===== config.mk =====
export PLATFORM = sky130hd
export DESIGN_NAME = km2d_front
export DESIGN_NICKNAME = d
export VERILOG_FILES = /design/src/rtl/core/km2d_pkg.sv /design/src/rtl/core/km2d_front.sv
export SDC_FILE = /design/constraint.sdc
export NUM_CORES = 1
export LEC_CHECK = 0
export ABC_AREA = 1
export BUFFER_PORTS_ARGS = -buffer_cell sky130_fd_sc_hd__buf_2
export CAP_MARGIN = 25
export CELL_PAD_IN_SITES_DETAIL_PLACEMENT = 1
export CELL_PAD_IN_SITES_GLOBAL_PLACEMENT = 1
export CORE_UTILIZATION = 43
export DETAILED_ROUTE_END_ITERATION = 8
export PLACE_DENSITY_LB_ADDON = 0.1
export SLEW_MARGIN = 20
export SYNTH_ARGS = -nofsm -noshare
export SYNTH_HDL_FRONTEND = slang
export SYNTH_SLANG_ARGS = --single-unit

===== constraint.sdc =====
create_clock -name clk -period 3.6 [get_ports clk]
set_input_delay 0.72 -clock clk [delete_from_list [all_inputs] [get_ports clk]]
set_output_delay 0.72 -clock clk [all_outputs]
set_load 0.01 [all_outputs]

===== src/rtl/core/km2d_pkg.sv =====
// Shared types and constants for the 2D k-means block.
// No dependencies.
package km2d_pkg;

  typedef enum logic [2:0] {
    REQ_CLEAR = 3'd0,
    REQ_LOAD  = 3'd1,
    REQ_SETC  = 3'd2,
    REQ_RUN   = 3'd3,
    REQ_READ  = 3'd4
  } req_t;

  localparam logic [0:0] CFG_K_CLUSTERS = 1'b0;
  localparam logic [0:0] CFG_MAX_ITER   = 1'b1;

  localparam int COORD_W = 12;
  localparam int IDX_W   = 12;
  localparam int LAB_W   = 4;
  localparam int ITER_W  = 16;

  // one queued request beat
  typedef struct packed {
    req_t               req;
    logic [COORD_W-1:0] x;
    logic [COORD_W-1:0] y;
    logic [IDX_W-1:0]   idx;
  } cmd_t;

endpackage


===== src/rtl/core/km2d_front.sv =====
// Front end: takes command beats, drops unknown codes, feeds a short queue.
// Depends on km2d_pkg.
module km2d_front (
  input  logic             clk,
  input  logic             rst_n,
  input  logic             start,
  input  logic [2:0]       in_req_type,
  input  logic [11:0]      in_coord_x,
  input  logic [11:0]      in_coord_y,
  input  logic [11:0]      in_item_index,
  output logic             busy,
  input  logic             pop,
  output logic             q_valid,
  output km2d_pkg::cmd_t   q_head
);

  km2d_pkg::cmd_t mem_r [2];
  logic       wp_r, rp_r;
  logic [1:0] cnt_r;
  logic       push, known;

  assign busy    = (cnt_r == 2'd2);
  assign known   = (in_req_type <= 3'd4);
  assign push    = start && !busy && known;
  assign q_valid = (cnt_r != 2'd0);
  assign q_head  = mem_r[rp_r];

  // two-entry queue
  always_ff @(posedge clk) begin
    if (push) begin
      mem_r[wp_r] <= '{req: km2d_pkg::req_t'(in_req_type), x: in_coord_x,
                       y: in_coord_y, idx: in_item_index};
    end
    if (!rst_n) begin
      wp_r  <= 1'b0;
      rp_r  <= 1'b0;
      cnt_r <= 2'd0;
    end else begin
      if (push) wp_r <= ~wp_r;
      if (pop)  rp_r <= ~rp_r;
      cnt_r <= cnt_r + {1'b0, push} - {1'b0, pop};
    end
  end

endmodule


* After elaboration in Yosys (flattened, before gate mapping)
Memories as Yosys holds them, arrays and structs flattened. A register that Yosys moved wholly into a read port is not among the register bits.
Cells that the tools add are included.
** Cells by class
- Mux-type cells :: 4
- $lt $le $gt $ge :: 1
- Reduce and logical (&&, ||, !) cells :: 4
- $add $sub $neg :: 2
- Equality and inequality tests :: 1
- Bitwise operators :: 2
** Operators by type and width (number)
- two-way mux 1 bit :: 4
- <= comparator 3 bit (second input constant) :: 1
- adder 2 x 1 -> 2 bit :: 1
- equality test 2 bit (second input constant) :: 1
- logical AND 1 bit :: 2
- inverter 1 bit :: 2
- nonzero test 2 bit :: 1
- subtractor 2 x 1 -> 2 bit :: 1
- logical NOT 1 bit :: 1
** Word-level totals
- Input port bits :: 43
- Register bits after elaboration :: 4
- Memories kept :: 1
- RAM bits :: 78
** Memories
- mem_r :: words 2, width 39, rd ports 1, clocked after memory_dff 1, wr ports 1, RTL line km2d_front.sv:17 : km2d_pkg::cmd_t mem_r [2];

* Depth between registers and ports, before layout
- Depth in word-level cells :: 6
- Mapped depth :: 10
- Gate-level depth less buffers :: 10

* Least setup slack after synthesis
OpenSTA, ideal clock, no wires.
- Kind :: input -> register
- Start :: input port in_req_type[1]
- End :: memory mem_r[0][0] in the netlist's numbering (enable)
- Arrival time :: 2.726 ns
- Data required time :: 3.165 ns
- Path buffers :: 0
- Library setup time :: 0.435 ns
- Path slack :: 0.439 ns
- Cell stages on the path :: 3
- Path through :: o21ai_0 -> nand2_1 -> nor2_1
** On the way
- Cells in the longest elaborated chain, start to end :: 4
** Ends and longest elaborated chain
- start, declared :: RTL line km2d_front.sv:7 : input logic [2:0] in_req_type,
- <= comparator 3 bit :: RTL line km2d_front.sv:23 : assign known = (in_req_type <= 3'd4);
- logical AND 1 bit :: RTL line km2d_front.sv:24 : assign push = start && !busy && known;
- two-way mux 1 bit :: RTL line km2d_front.sv:30 : if (push) begin
- two-way mux 1 bit (not written as such) :: RTL line km2d_front.sv:31 : mem_r[wp_r] <= '{req: km2d_pkg::req_t'(in_req_type), x: in_coord_x,
- end, declared :: RTL line km2d_front.sv:17
No other way between the ends.

==> summary.txt <==
Sequential area share after synthesis: 78.8%
Worst path cell trace: buf_4, mux2_2, buf_2
Syn_nets: 201
First-pass GRT wire length: 8220 um
Max Cap Viol: 0
Core area: 6870 um^2
Pin count of the biggest net entering global routing: 40
Gr usage total: 15.3%
Share of cells above drive strength 1: 55.7%
Post-Syn Area: 3100 um^2
Die area: 7550 um^2
Die W: 86.9 um
Psw: 0.458 mW
Post-route setup slack: 0.898 ns
Logic pwr share: 10.8%
Relative slew slack: 41.4%
HP Class: flop to flop
Post-route DRC violation count: 0
Slew Viols, Final: 0
P_int: 1.70 mW
CP max-delay cell: dfxtp_2
Gpl congestion: 0.668
TritonRoute pass-1 iters: 4
Final WL: 5300 um
Pre-CTS setup slack: 1.09 ns
Vias in the first global route: 1699
Grt total ovfl: 0
RSZ-0062 raised after global routing: false
Cts hold-fix bufs: 0
Unique masters post-synth: 15
Detailed Place HPWL: 3550 um
Finished layout cell area: 3870 um^2
Seq pwr share: 53.4%
Post_cts resized: 0
Clock slew seen by the registers of the worst setup and hold paths: 0.07 ns
Fin nets: 295
Root buffer cell: clkbuf_8
CP arrival: 1.98 ns
Worst stage delay on the critical path: 0.89 ns
IO Pins: 84
# clock sinks: 83
Setup Buffers After CTS: 0
Placed inst area: 3630 um^2
Mapped Cells: 156
R2r setup slk: 1.63 ns
Yosys reg bits: 83
Clock buffer depth: 2
H-tree Lvls: 3
Worst vdd ir: 0.000267 V
Clock power share: 35.8%
CP endpoint kind: output pin
Critical path class: flop to output pin
Total number of vias: 1617
Average cell area after synthesis: 19.9 um^2
TNS Setup: 0 ns
Via/cell ratio: 4.61
Crit Path Max Fanout: 33
Lkg Pwr: 1.51 nW
Max Clock Skew: 0.00784 ns
Worst Max-Slew Pin Slew: 0.878 ns
Pwr/cell area: 558 nW/um^2
Design Power: 2.16 mW
CTS tree: yes
Critical Path Source Type: flop
Clock latency on the worst-skew pair: 0.35 ns
Final core occ: 56.3%
Tcrit/Tclk final: 75.1%
Setup-failing EPs final: 0
Switching Share: 21.3%
Status: completed
Initial antenna violation count: 0
Row count: 30
Synth-to-layout area growth: 24.7%
WL/cell: 15.1 um
Fmax: 370 MHz
Final Hold Fails: 0
Drt initial violations: 50
Cell family with most CP delay: flip-flops
Crit path buffers/inverters: 2
Fillcell total: 698
Die Ht: 86.9 um
Antenna viol nets, final: 0
Initial Util: 45.1%
Synth Warn #: 0
WP data required: 2.88 ns
Port bufs: 83
Num CTS Buffers: 9
Min cycle time layout: 2.70 ns
Number of antenna diodes: 0
[cells by family (layout without fill, tap and decap cells)]
family,count (synthesis),in the layout,synth area share (%)
AOI/OAI and AO/OA,3,3,0.484
buffers and inverters,11,110,2.18
DFF,83,83,78.8
and+or+nand+nor,17,17,2.10
xor gates and xnor gates,1,1,0.283
adders and majority gates,2,2,0.807
muxes,39,39,15.4
[metal layers]
layer / wire length (um) / global-route usage [%]
met1: 2230 / 17.7
met3: 321 / 5.12
met5: 0 / 0
met4: 100 / 8.18
met2: 2650 / 25.3
[synthesized netlist by cell type]
| master | n | share of area [%] |
|---|---|---|
| a21oi_1 | 2 | 0.32 |
| mux2_2 | 29 | 11 |
| nand3_1 | 1 | 0.16 |
| buf_8 | 1 | 0.48 |
| buf_6 | 1 | 0.36 |
| buf_4 | 2 | 0.48 |
| dfxtp_1 | 5 | 3.2 |
| ha_1 | 2 | 0.81 |
| xnor2_1 | 1 | 0.28 |
| nor2_1 | 7 | 0.85 |
| o21ai_0 | 1 | 0.16 |
| mux2_4 | 10 | 4.8 |
| inv_1 | 7 | 0.85 |
| nand2_1 | 9 | 1.1 |
| edfxtp_1 | 78 | 76 |
[final timing paths]
check,start,to,cells after the start
min reg2reg,rp_r,rp_r,2
max reg2reg,cnt_r[0],mem_r[0][28],5
max,flop,q_head[18],3
min,rp_r,rp_r,2
[layout make-up]
type,instances,area [um^2],area share [%]
clock buffers,11,131,3.40
clock inverters,5,101,2.62
inverters,7,26.3,0.680
multi-input cells,62,598,15.5
flip-flops and latches,83,2440,63.2
well taps,96,120,3.11
repair buffers,87,445,11.5
[sequential cells by signal, summed over array words and instances (netlist names), named ones only]
signal and cells:
wp_r 1, rp_r 1, mem_r 78, cnt_r 2
[tightest hold or removal path: stages (launching register included)]
cell and delay, ns:
dfxtp_1 0.34, nor2_1 0.06, nor2_1 0.09
[per-stage QoR]
stage | std cells | hold WS, ns
finish | 351 | 0.525
global route | 351 | 0.533
CTS | 351 | 0.531
detailed placement | 335 | 0.513
global placement | 335 | 0.478
floorplan | 156 | 0.463
[cell usage in the layout (no fill, tap or decap)]
cell and instances:
nor2_4 1, bufinv_16 3, clkinvlp_4 1, buf_4 4, dfxtp_1 4, clkinv_1 1
a21oi_1 2, clkbuf_8 9, buf_2 83, edfxtp_1 78, inv_1 6, xnor2_1 1
inv_2 1, clkbuf_1 2, nor2_1 6, ha_1 2, dfxtp_2 1, mux2_4 10
nand2_1 9, o21ai_0 1, mux2_2 29, nand3_1 1
[power groups by stage]
stage | clock network, mW | logic (mW) | registers (mW)
floorplan | 0 | 0.148 | 1.16
global placement | 0 | 0.236 | 1.17
detailed placement | 0 | 0.238 | 1.18
CTS | 0.790 | 0.239 | 1.15
global route | 0.824 | 0.257 | 1.16
finish | 0.771 | 0.233 | 1.15
Note: power is estimated with default switching activity, not from simulation.
